## src/rtl/core/assert_macros.svh

```systemverilog
// Assertion macros for the quaternion-to-Euler RTL, used by its queue.
`ifndef ASSERT_MACROS_SVH
`define ASSERT_MACROS_SVH

// Check a property on every rising clock edge outside reset.
`define ASSERT_CLK(name, clk, rst_n, prop, msg) \
    name: assert property (@(posedge clk) disable iff (!rst_n) (prop)) else $error(msg);

// Check that a condition never holds on a rising clock edge outside reset.
`define ASSERT_NEVER(name, clk, rst_n, cond, msg) \
    name: assert property (@(posedge clk) disable iff (!rst_n) !(cond)) else $error(msg);

`endif

```

## src/rtl/core/qea_pkg.sv

```systemverilog
// Package with the widths, constants, types and arctangent table of the converter.
`timescale 1ns / 1ps
package qea_pkg;

    // Field widths
    localparam int QUAT_W  = 16;
    localparam int PITCH_W = 15;
    localparam int ANGLE_W = 16;

    // Algorithm constants
    localparam int CORDIC_STEPS    = 16;
    localparam int ANGLE_FRAC_BITS = 7;
    localparam int TABLE_LEN       = 24;

    // Internal widths
    localparam int PROD_W  = 2 * QUAT_W;
    localparam int OPER_W  = PROD_W + 2;
    localparam int SMALL_W = 29;
    localparam int ROOT_W  = 29;
    localparam int RAD_W   = 57;
    localparam int TRY_W   = 2 * ROOT_W + 2;
    localparam int NORM_W  = OPER_W + 1;
    localparam int MAG_W   = OPER_W;
    localparam int NORM_EXP    = 32;
    localparam int NORM_STAGES = 6;
    localparam int CORD_W  = OPER_W + 4;
    localparam int ACC_W   = 40;
    localparam int QUO_BITS = 8 + ANGLE_FRAC_BITS;
    localparam int RES_W   = QUO_BITS + 1;
    localparam int NUM_W   = ACC_W + ANGLE_FRAC_BITS;

    // Division by one degree: 1e9 = 2^9 * 1953125, odd factor by reciprocal
    localparam int DEG_POW2   = 9;
    localparam int DQ_W       = 21 + QUO_BITS;
    localparam int LO_SH      = 15;
    localparam int HI_W       = DQ_W - LO_SH;
    localparam int RCP_W      = 24;
    localparam int RECIP_SH   = QUO_BITS + 7;
    localparam int DIV_STAGES = 2;

    // Pipeline depths
    localparam int ATAN_LAT   = 1 + NORM_STAGES + 1 + CORDIC_STEPS + 1 + DIV_STAGES + 1;
    localparam int PRE_LAT    = ROOT_W + 2;
    localparam int FIFO_DEPTH = 2;

    // Fixed-point constants
    localparam logic signed [OPER_W-1:0] ONE_Q28 = OPER_W'(64'sd1 <<< 28);
    localparam logic [RAD_W-1:0] ONE_Q56 = RAD_W'(1) << 56;
    localparam logic signed [ACC_W-1:0] QUARTER_NANO = ACC_W'(64'sd90000000000);
    localparam logic [NUM_W-1:0] NANO_PER_DEG = NUM_W'(64'd1000000000);
    localparam logic [NUM_W-1:0] HALF_NANO = NUM_W'(64'd500000000);
    localparam logic signed [PITCH_W-1:0] PITCH_CLAMP = PITCH_W'(90 << ANGLE_FRAC_BITS);
    localparam logic [DQ_W-1:0] DEG_ODD = DQ_W'(NANO_PER_DEG >> DEG_POW2);
    localparam logic [RCP_W-1:0] RECIP = RCP_W'((64'd1 << (LO_SH + RECIP_SH)) / 64'd1953125);

    // One decoded quaternion on its way from the front end to the angle engine
    typedef struct packed {
        logic signed [OPER_W-1:0] s;
        logic                     clamp;
        logic signed [OPER_W-1:0] yaw_y;
        logic signed [OPER_W-1:0] yaw_x;
        logic signed [OPER_W-1:0] roll_y;
        logic signed [OPER_W-1:0] roll_x;
    } item_t;

    // atan(2^-i) in units of 1e-9 degree
    function automatic logic signed [ACC_W-1:0] atan_nano(input int idx);
        logic signed [ACC_W-1:0] v;
        unique case (idx)
            0:  v = ACC_W'(64'sd45000000000);
            1:  v = ACC_W'(64'sd26565051177);
            2:  v = ACC_W'(64'sd14036243468);
            3:  v = ACC_W'(64'sd7125016349);
            4:  v = ACC_W'(64'sd3576334375);
            5:  v = ACC_W'(64'sd1789910608);
            6:  v = ACC_W'(64'sd895173710);
            7:  v = ACC_W'(64'sd447614171);
            8:  v = ACC_W'(64'sd223810500);
            9:  v = ACC_W'(64'sd111905677);
            10: v = ACC_W'(64'sd55952892);
            11: v = ACC_W'(64'sd27976453);
            12: v = ACC_W'(64'sd13988227);
            13: v = ACC_W'(64'sd6994114);
            14: v = ACC_W'(64'sd3497057);
            15: v = ACC_W'(64'sd1748528);
            16: v = ACC_W'(64'sd874264);
            17: v = ACC_W'(64'sd437132);
            18: v = ACC_W'(64'sd218566);
            19: v = ACC_W'(64'sd109283);
            20: v = ACC_W'(64'sd54642);
            21: v = ACC_W'(64'sd27321);
            22: v = ACC_W'(64'sd13660);
            23: v = ACC_W'(64'sd6830);
            default: v = '0;
        endcase
        return v;
    endfunction

endpackage

```

## src/rtl/core/qea_fifo.sv

```systemverilog
// Short queue that decouples the front end from the angle engine.
`timescale 1ns / 1ps
`include "assert_macros.svh"
module qea_fifo (
    input  logic           aclk,
    input  logic           aresetn,
    input  logic           push_valid,
    output logic           push_ready,
    input  qea_pkg::item_t push_item,
    output logic           pop_valid,
    input  logic           pop_ready,
    output qea_pkg::item_t pop_item
);
    import qea_pkg::*;

    localparam int PTR_W = $clog2(FIFO_DEPTH);

    item_t mem_reg [0:FIFO_DEPTH-1];
    logic [PTR_W-1:0] wr_ptr_reg;
    logic [PTR_W-1:0] rd_ptr_reg;
    logic [PTR_W:0]   count_reg;
    logic push_fire;
    logic pop_fire;

    assign push_ready = (count_reg != (PTR_W+1)'(FIFO_DEPTH));
    assign pop_valid  = (count_reg != '0);
    assign pop_item   = mem_reg[rd_ptr_reg];
    assign push_fire  = push_valid && push_ready;
    assign pop_fire   = pop_valid && pop_ready;

    // Store entries
    always_ff @(posedge aclk) begin
        if (push_fire) begin
            mem_reg[wr_ptr_reg] <= push_item;
        end
    end

    // Advance pointers and occupancy
    always_ff @(posedge aclk) begin
        if (!aresetn) begin
            wr_ptr_reg <= '0;
            rd_ptr_reg <= '0;
            count_reg  <= '0;
        end else begin
            if (push_fire) begin
                wr_ptr_reg <= wr_ptr_reg + 1'b1;
            end
            if (pop_fire) begin
                rd_ptr_reg <= rd_ptr_reg + 1'b1;
            end
            if (push_fire && !pop_fire) begin
                count_reg <= count_reg + 1'b1;
            end else if (pop_fire && !push_fire) begin
                count_reg <= count_reg - 1'b1;
            end
        end
    end

    `ASSERT_NEVER(a_count_range, aclk, aresetn, count_reg > (PTR_W+1)'(FIFO_DEPTH), "queue count out of range")
    `ASSERT_CLK(a_drain_last, aclk, aresetn, (pop_fire && !push_fire && count_reg == 1) |=> !pop_valid, "queue not empty after last transaction left")
    `ASSERT_CLK(a_count_up, aclk, aresetn, (push_fire && !pop_fire) |=> count_reg == $past(count_reg) + 1'b1, "queue count did not follow a push")

endmodule

```

## config.mk

```make
export PLATFORM = sky130hd
export DESIGN_NAME = qea_fifo
export DESIGN_NICKNAME = d
export VERILOG_FILES = /design/src/rtl/core/qea_pkg.sv /design/src/rtl/core/qea_fifo.sv
export VERILOG_INCLUDE_DIRS = /design/src /design/src/rtl/core
export SDC_FILE = /design/constraint.sdc
export NUM_CORES = 1
export LEC_CHECK = 0
export BUFFER_PORTS_ARGS = -buffer_cell sky130_fd_sc_hd__buf_2
export CAP_MARGIN = 20
export CORE_MARGIN = 1
export CORE_UTILIZATION = 52
export DETAILED_ROUTE_END_ITERATION = 8
export PLACE_DENSITY = 0.87
export REMOVE_ABC_BUFFERS = 1
export SLEW_MARGIN = 30
export SYNTH_ARGS = -nofsm -noshare
export SYNTH_HDL_FRONTEND = slang
export SYNTH_SLANG_ARGS = --single-unit
```

## constraint.sdc

```tcl
create_clock -name aclk -period 6.5 [get_ports aclk]
set_clock_uncertainty 0.15 [all_clocks]
set_input_delay 0.325 -clock aclk [delete_from_list [all_inputs] [get_ports aclk]]
set_output_delay 0.325 -clock aclk [all_outputs]
set_load 0.02 [all_outputs]
```

## Word level (Yosys, flattened, before mapping)

Memory sizes are Yosys's and may differ from the RTL's. A register that Yosys moved wholly into a read port is not among the register bits.
Index checks and enable logic that the tools add are counted.

| cells by class | value |
|---|---|
| add/sub/neg operators | 4 |
| equal/unequal tests | 1 |
| multiplexer cells | 6 |
| reductions and logical operators | 8 |

Operators by type and width:

| kind | number |
|---|---|
| 1-bit logical AND | 4 |
| 1-bit two-way mux | 4 |
| 2-bit two-way mux | 2 |
| 2-bit nonzero test | 2 |
| 1-bit adder, second input constant | 2 |
| 2-bit by 1-bit adder with 2-bit output, second input constant | 1 |
| 1-bit logical NOT | 2 |
| 2-bit != test, second input constant | 1 |
| 2-bit by 1-bit subtractor with 2-bit output, second input constant | 1 |

| word-level totals | value |
|---|---|
| register bits after elaboration | 4 |
| memory bits (writable) | 342 |
| input port bits | 175 |
| memories | 1 |

Memory list:

| memory | depth | width | read ports | clocked after memory_dff | write ports | RTL line | source |
|---|---|---|---|---|---|---|---|
| mem_reg | 2 | 171 | 1 | 1 | 1 | qea_fifo.sv:18 | `item_t mem_reg [0:FIFO_DEPTH-1];` |

## Depth between registers and ports, before layout

Gate-level depths: netlist of the first run.

| depth | value |
|---|---|
| word-level depth | 6 |
| gate-level depth with buffers | 6 |
| mapped depth without buffers | 6 |

## Worst setup path after synthesis of the first run

OpenSTA, ideal clock, no wires.

| timing path | value |
|---|---|
| path type | register to register |
| start point | register count_reg[0] |
| end point | memory mem_reg[1][0] (netlist name) (enable) |
| setup time | 0.553 ns |
| data arrival time | 4.570 ns |
| required time | 5.797 ns |
| path slack | 1.228 ns |
| stages on the path, launching flop included | 3 |
| clock period less this slack | 5.272 ns |
| path through | dfxtp_1 > nand2b_4 > and3_1 |

| between the ends | value |
|---|---|
| word-level cells in the longest chain between the ends | 4 |

RTL lines:

| element | RTL line | source |
|---|---|---|
| from (decl) | qea_fifo.sv:21 | `logic [PTR_W:0] count_reg;` |
| from (signal assigned) | qea_fifo.sv:52 | `count_reg <= count_reg + 1'b1;` |
| from (signal assigned) | qea_fifo.sv:54 | `count_reg <= count_reg - 1'b1;` |
| 2-bit != test | qea_fifo.sv:25 | `assign push_ready = (count_reg != (PTR_W+1)'(FIFO_DEPTH));` |
| net push_ready | qea_fifo.sv:8 | `output logic push_ready,` |
| 1-bit logical AND | qea_fifo.sv:28 | `assign push_fire = push_valid && push_ready;` |
| 1-bit two-way mux | qea_fifo.sv:33 | `if (push_fire) begin` |
| 1-bit two-way mux (not written as such) | qea_fifo.sv:34 | `mem_reg[wr_ptr_reg] <= push_item;` |
| to (decl) | qea_fifo.sv:18 |  |

The timed path passes the listed nets, and every way through them passes these cells.

==> impl_metrics.yaml, run 1 <==
logic_synthesis:
  syn_avg_cell_area_um2: 23.27
  ys_ff_latch: 347
  synth_compound_area_frac: 0.002707
  ys_types: 21
  synth_area_leaders: "edfxtp_1 (79%), mux2_4 (10%), mux2_2 (7.0%)"
  synth-simple-area-share: 0.005028
  yosys.area.top_type: "edfxtp_1"
  yosysTopAreaCellShare: 0.7937
  synth-xor-area-share: 0.002031
  synth_top_family_by_area: "multiplexers"
  yosys_warnings: 0
  ys_seq_area_frac: 0.8014
  muxShareOfSynthArea: 0.1749
  synth_cells: 556
  synthAdderAreaFrac: 0.0009669
  synthesis.area_um2: 12940
timing:
  tightest_slew_ns: 0.8384
  fmax_mhz: 323.9
  tns_ns: 0
  rsz0062_at_grt: "false"
  fin_crit_sh: 0.4750
  slew_headroom: 0.4411
  report.final.slew_viol_count: 0
  period_needed_ns: 3.087
  finalHoldViolations: 0
  finalSetupViolCount: 0
layout:
  largest_register_ffs: 342
  seqCellArea_um2: 10370
  final_common_cell: "buf_2"
  area_growth_syn_to_layout_pct: 37.90
  multi_input_comb_area_um2: 2407
  fin_util: 0.7316
  layout_common_cells: "buf_2 (347), edfxtp_1 (342), dlygate4sd3_1 (173), mux2_4 (90), mux2_2 (81)"
  nets: 1276
  fill_cells: 1403
  drive_above_1_share: 0.5173
power:
  p_per_area_nw_per_um2: 378.8
  finalPower_uw: 6759
  ir_worst_vdd_mv: 0.4073
  p_leak_uw: 0.006907
detailed_routing:
  drt-total-wl_um: 28950
  ant_nets: 0
  drc: 0
  vias_per_cell: 5.038
  dr.pass1.iters: 5
  vias: 7331
  initialDrtViolationCount: 397
  wire_per_inst_um: 19.90
worst_setup_path:
  required_ns: 6.02
  critPathMaxFanout: 48
  endpoint_kind: "output pin"
  crit_path_start_kind: "flop"
  criticalPathCategory: "reg2out"
  critPathArrivalTime_ns: 2.61
floorplan:
  coreArea_um2: 24390
  initial_core_util: 0.5305
  ios: 348
  die_w_um: 159.8
  dieArea_um2: 25520
  rows: 57
  dieHeight_um: 159.8
cts:
  cts_resized: 0
  cts_made_buffers: 36
  cts_tree: "done"
  cts_root_buf: "clkbuf_16"
  clock-sinks: 347
  h-tree-depth: 2
  cts_buffer_depth: 3
  clk_pin_slew_ns: 0.06
  insertion_delay_ns: 0.51
global_route:
  grt_pass1_wl_um: 42950
  antenna_found_initial: 6
  grt_overflow_total: 0
  grt_pass1_vias: 7970
  grt_usage: 0.2218
  grt_max_degree: 116
worst_hold_path:
  hp-class: "in2reg"
placement:
  port_buffers: 347
  gp_congestion: 0.7657
  hpwlAfterDp_um: 15660
job:
  maxCapViolCount: 0
status:
  status: "finished clean"
[layer usage]
metal | part of all wire | up-vias | global-route usage | wire, um
met5 | 0 | - | 0 | 0
met4 | 0.035 | 0 | 0.08872 | 1003
met3 | 0.062 | 81 | 0.04857 | 1803
met2 | 0.54 | 343 | 0.4188 | 15710
met1 | 0.36 | 3597 | 0.2393 | 10430
li1 | - | 3310 | - | -
[area by class of cell]
cell class	instances	area share
Antenna cell	6	0.0008414
Clock buffer	46	0.05546
Clock inverter	17	0.006731
Inverter	1	0.0006310
Multi-Input combinational cell	189	0.1349
Sequential cell	347	0.5813
Tap cell	324	0.02272
Timing Repair Buffer	525	0.1974
[worst max-delay path: stages (launching register included)]
cell	delay [ns]
dfxtp_4	0.71
buf_4	0.71
mux2_2	0.43
buf_2	0.16
[worst paths after layout]
check                       startpoint                         to  slack [ns]  cells after the start
max                               flop               pop_item[27]        3.41                      3
min                          pop_ready                       flop        0.18                      4
max reg2reg  count_reg[0]$_SDFFE_PN0P_   mem_reg[0][76]$_DFFE_PP_        3.67                      4
min reg2reg  count_reg[1]$_SDFFE_PN0P_  count_reg[1]$_SDFFE_PN0P_        0.45                      2
[power breakdown]
group / switching, uW / internal, uW
logic: 1080 / 830
clock network: 819 / 1120
registers: 112 / 2800
[cell usage after synthesis, drive strengths merged]
| master | count |
|---|---|
| a21boi | 2 |
| xor2 | 1 |
| and2 | 4 |
| dfxtp | 5 |
| xnor2 | 2 |
| or3 | 1 |
| inv | 1 |
| o21ai | 2 |
| nand3b | 1 |
| nand2b | 1 |
| a21bo | 1 |
| mux2 | 171 |
| and3 | 1 |
| or2 | 1 |
| ha | 1 |
| edfxtp | 342 |
| buf | 19 |
[per-stage QoR]
step	setup slack, ns	cell area [um2]	cells	hold WS (ns)
floorplan	-0.06757	12780	537	0.2739
global placement	3.595	14980	1213	0.3620
detailed placement	3.699	14990	1213	0.3657
CTS	3.411	17830	1449	0.1351
global route	3.324	17840	1455	0.2000
finish	3.413	17840	1455	0.1778
[what timing repair did]
| action | in CTS | in global routing |
|---|---|---|
| buffers inserted | 0 | 0 |
| hold buffers | 173 | 0 |
| hold endpoints to repair | 347 | 0 |
[logic make-up (layout without fill, tap and decap cells)]
| family | Yosys count | count (layout) |
|---|---|---|
| XOR/XNOR | 3 | 3 |
| multiplexers | 171 | 171 |
| buffers and inverters | 20 | 589 |
| AND/OR/NAND/NOR | 9 | 9 |
| adder cells (fa/ha/maj) | 1 | 1 |
| flip-flops | 347 | 347 |
| other | 0 | 6 |
| AO/OA/AOI/OAI | 5 | 5 |
(Power assumes the default switching activity.)
==> inputs of run 2 (changes only) <==
==> constraint.sdc (replaced) <==
create_clock -name aclk -period 3 [get_ports aclk]
set_clock_uncertainty 0.15 [all_clocks]
set_input_delay 0.15 -clock aclk [delete_from_list [all_inputs] [get_ports aclk]]
set_output_delay 0.15 -clock aclk [all_outputs]
set_load 0.02 [all_outputs]
==> run 2 against run 1 <==
Compared with the run above:
- final cell count barely moved
- non-clock buffer count rose by 9
- sequential power rose by 120%
- design area rose by 0.75%
- global-route usage rose by 0.35 points
- utilization rose by 0.55 points
- die area did not move
- sequential share of layout area fell by 0.43 points
- clock-buffer cell count fell by 5
==> impl_metrics.yaml, run 2 (synthesis gave the netlist of run 1 again) <==
worst_setup_path:
  r2r_start: "count_reg[0]$_SDFFE_PN0P_"
  critPathCapture: "pop_item[49]"
  r2r.worst_path.cells: 4
  cp_cell_sequence: "buf_12 > mux2_2 > buf_2"
  endpoint_kind: "output pin"
  criticalPathCategory: "reg2out"
  cpMaxStageDelayCell: "dfxtp_4"
  slowest_delay_ns: 0.57
  critPathMaxFanout: 63
  r2r_slack_ns: 0.88
  rr_endpoint: "mem_reg[0][164]$_DFFE_PP_"
  critPathArrivalTime_ns: 2.07
  required_ns: 2.70
  crit_path_start_kind: "flop"
cts:
  clk_pin_slew_ns: 0.06
  cts_made_buffers: 36
  cts_buffer_depth: 3
  cts_root_buf: "clkbuf_16"
  cts_resized: 0
  insertion_delay_ns: 0.49
  h-tree-depth: 2
  clock-sinks: 347
  cts_tree: "done"
layout:
  nets: 1285
  finalNonFillerCells: 1456
  area_growth_syn_to_layout_pct: 38.94
  final_common_cell: "buf_2"
  largest_register_ffs: 342
  drive_above_1_share: 0.5195
  fin_util: 0.7371
  layout_common_cells: "buf_2 (347), edfxtp_1 (342), dlygate4sd3_1 (174), mux2_4 (90), mux2_2 (81)"
  fill_cells: 1403
detailed_routing:
  ant_nets: 0
  dr.pass1.iters: 5
  vias: 7383
  initialDrtViolationCount: 378
  vias_per_cell: 5.071
  wire_per_inst_um: 19.88
  drt-total-wl_um: 28940
  drc: 0
placement:
  gp_congestion: 0.7585
  hpwlAfterDp_um: 16510
  port_buffers: 347
  placedCellCount: 1221
  dp_slack_ns: 0.8862
timing:
  fmax_mhz: 422.0
  report.final.slew_viol_count: 0
  period_needed_ns: 2.370
  finalSetupViolCount: 0
  tns_ns: 0
  slew_headroom: 0.6141
  finalHoldViolations: 0
  fin_crit_sh: 0.7899
  rsz0062_at_grt: "false"
  setup_slack_ns: 0.6302
  tightest_slew_ns: 0.5788
floorplan:
  rows: 57
  die_w_um: 159.8
  ios: 348
  dieArea_um2: 25520
  dieHeight_um: 159.8
  coreArea_um2: 24390
  initial_core_util: 0.5305
job:
  maxCapViolCount: 0
power:
  ir_worst_vdd_mv: 0.6824
  p_per_area_nw_per_um2: 822.3
  finalPower_uw: 14780
  p_leak_uw: 0.006959
global_route:
  grt_pass1_wl_um: 43440
  antenna_found_initial: 6
  grt_max_degree: 64
  grt_overflow_total: 0
  grt_pass1_vias: 8047
  grt_usage: 0.2253
status:
  status: "finished clean"
worst_hold_path:
  hp-class: "in2reg"
  hold_depth: 2
==> run 2: cell type report <==
type	count	area (um2)	share of cell area
timing repair buffer	534	3651	0.2031
inverter	1	8.758	0.0004872
tap	324	405.4	0.02255
clock inverter	14	176.4	0.009813
clock buffer	41	940.9	0.05233
multi-input combinational	189	2407	0.1339
sequential	347	10370	0.5770
antenna	6	15.01	0.0008351
==> run 2: how the worst min path moves through the flow <==
| stage | start | end | slack, ns |
|---|---|---|---|
| 3_3_place_gp | push_item[13] | mem_reg[1][13]$_DFFE_PP_ | 0.19 |
| 3_5_place_dp | push_item[113] | mem_reg[1][113]$_DFFE_PP_ | 0.19 |
| 6_report | push_item[24] | mem_reg[0][24]$_DFFE_PP_ | 0.22 |
| 5_1_grt | push_item[88] | mem_reg[1][88]$_DFFE_PP_ | 0.22 |
| 2_1_floorplan | push_item[0] | mem_reg[0][0]$_DFFE_PP_ | 0.1 |
| 4_1_cts | push_item[47] | mem_reg[1][47]$_DFFE_PP_ | 0.19 |
==> run 2: metrics by stage <==
step	hold WS (ns)	instance area, um2
after detailed placement	0.1907	15100
after global routing	0.2154	17980
after global placement	0.1870	15100
after CTS	0.1938	17960
final	0.2221	17980
after floorplan	0.09887	12780
==> run 2: per-layer routing <==
metal / track usage / wire [um] / vias up
li1: - / - / 3333
met1: 0.2498 / 10440 / 3616
met4: 0.09659 / 1009 / 0
met2: 0.4143 / 15600 / 360
met5: 0 / 0 / -
met3: 0.05065 / 1893 / 74
==> run 2: power by group <==
group          leakage (uW)  internal [uW]  switching, uW
logic               0.00318           1860           2400
clock network      0.000546           2580           1680
registers           0.00324           6060            213
==> run 2: worst max-delay path, delay by kind of cell (launching register included) <==
kind                   cells  cell delay, ns
buffers and inverters      2            0.57
DFF                        1            0.57
muxes                      1            0.40
==> run 2: timing repair <==
action | CTS | global route
hold buffers | 174 | 0
endpoints found under the hold margin | 347 | 0
buffers inserted | 0 | 0
==> inputs of run 3 (changes only) <==
==> constraint.sdc (replaced) <==
create_clock -name aclk -period 2.33 [get_ports aclk]
set_clock_uncertainty 0.15 [all_clocks]
set_input_delay 0.1165 -clock aclk [delete_from_list [all_inputs] [get_ports aclk]]
set_output_delay 0.1165 -clock aclk [all_outputs]
set_load 0.02 [all_outputs]
==> run 3 against run 2 <==
Compared with the run above:
- first-iteration DRC count is 14% higher
- global-route usage is 1.2 points higher
- worst hold slack worse by 0.028 ns
- power is 28% higher
- sequential power is 29% higher
- largest cell class unchanged
- largest power group unchanged
==> impl_metrics.yaml, run 3 (synthesis gave the netlist of run 1 again) <==
global_route:
  grt_usage: 0.2375
  grt_use_met2: 0.4567
  grt_max_degree: 60
  use_met3: 0.05714
  grtUsageMet1: 0.2439
  grt_pass1_wl_um: 45420
  grt_pass1_vias: 8172
  grt_overflow_total: 0
  grt-busiest-layer: "met2"
  antenna_found_initial: 3
floorplan:
  dieArea_um2: 25520
  rows: 57
  dieHeight_um: 159.8
  ios: 348
  initial_core_util: 0.5305
  die_w_um: 159.8
  coreArea_um2: 24390
worst_setup_path:
  endpoint_kind: "output pin"
  cpMaxStageDelayCell: "dfxtp_4"
  slowest_delay_ns: 0.48
  cp_cell_sequence: "buf_16 > mux2_2 > buf_2"
  crit_path_start_kind: "flop"
  criticalPathCategory: "reg2out"
  required_ns: 2.06
  critPathArrivalTime_ns: 1.92
  critPathMaxFanout: 44
  r2r.worst_path.cells: 4
timing:
  rsz0062_at_grt: "false"
  period_needed_ns: 2.183
  tightest_slew_ns: 0.3999
  whs_ns: 0.1943
  fmax_mhz: 458.1
  fin_crit_sh: 0.9370
  finalHoldViolations: 0
  finalSetupViolCount: 0
  report.final.slew_viol_count: 0
  slew_headroom: 0.7334
cts:
  h-tree-depth: 2
  insertion_delay_ns: 0.50
  clock-sinks: 347
  cts_made_buffers: 35
  cts_tree: "done"
  cts_root_buf: "clkbuf_16"
  cts_buffer_depth: 3
  clk_pin_slew_ns: 0.06
layout:
  area_growth_syn_to_layout_pct: 39.84
  post-route-cell-area_um2: 18090
  drive_above_1_share: 0.5195
  layout_common_cells: "buf_2 (347), edfxtp_1 (342), dlygate4sd3_1 (175), mux2_4 (90), mux2_2 (81)"
  fin_util: 0.7419
  nets: 1301
  final_common_cell: "buf_2"
  largest_register_ffs: 342
detailed_routing:
  wire_per_inst_um: 20.91
  dr.pass1.iters: 5
  vias: 7446
  initialDrtViolationCount: 430
  vias_per_cell: 5.038
  ant_nets: 0
  drc: 0
  drt-total-wl_um: 30900
worst_hold_path:
  hp-class: "in2reg"
  hold_depth: 2
placement:
  gp_congestion: 0.7520
  port_buffers: 347
  hpwlAfterDp_um: 17370
  place_area_um2: 15220
power:
  p_leak_uw: 0.007025
  p_per_area_nw_per_um2: 1047
  ir_worst_vdd_mv: 0.7687
status:
  status: "finished clean"
job:
  maxCapViolCount: 0
-- run 3: changes by cell type in the layout (fill, tap and decap cells not counted), moves of 2 or more --
| cell | before | now |
|---|---|---|
| buf_12 | 6 | 10 |
| buf_4 | 7 | 18 |
| bufinv_16 | 4 | 0 |
| clkbuf_1 | 4 | 8 |
| clkinv_1 | 3 | 10 |
| clkinvlp_4 | 1 | 3 |
| diode_2 | 6 | 3 |
-- run 3: cell type report --
class | instances | area, um2
sequential | 347 | 10370
fill | 1382 | 6296
timing repair buffer | 551 | 3851
multi-input combinational | 189 | 2407
clock buffer | 45 | 955.9
tap | 324 | 405.4
clock inverter | 18 | 85.08
inverter | 1 | 8.758
antenna | 3 | 7.507
-- run 3: what timing repair did --
action	CTS	global route
buffers inserted	0	9
hold buffers	175	0
hold endpoints to repair	348	0
resized for setup	0	1
setup endpoints to repair	0	1
-- run 3: worst paths after layout --
| path | to | startpoint | slack, ns |
|---|---|---|---|
| hold / removal | mem_reg[1][169]$_DFFE_PP_ | push_item[169] | 0.19 |
| setup reg to reg | mem_reg[0][63]$_DFFE_PP_ | count_reg[0]$_SDFFE_PN0P_ | 0.34 |
| setup / recovery | pop_item[17] | flop | 0.15 |
| hold reg to reg | flop | rd_ptr_reg$_SDFFE_PN0P_ | 0.48 |
-- run 3: layer usage --
metal | wire [um] | share of wire
met1 | 10600 | 0.34
met2 | 17050 | 0.55
met5 | 0 | 0
met4 | 1187 | 0.038
met3 | 2073 | 0.067
-- run 3: worst max-delay path: cells and delay by family, from the launching register on --
kind                   cells  cell delay, ns
multiplexers               1            0.41
buffers and inverters      2            0.48
flip-flops                 1            0.48
-- run 3: power by group --
part / leakage [uW] / internal (uW) / switching [uW]
registers: 0.00324 / 7790 / 268
clock network: 0.000501 / 2900 / 2230
logic: 0.00329 / 2570 / 3190
-- run 3: per-stage QoR --
stage	setup TNS, ns	cells	setup WS (ns)	power (uW)
2_1_floorplan	-1581.49	537	-4.029	11340
3_3_place_gp	0	1228	0.5089	13330
3_5_place_dp	0	1228	0.4548	13490
4_1_cts	0	1466	0.04247	18800
5_1_grt	0	1478	0.08232	19560
6_report	0	1478	0.1469	18950
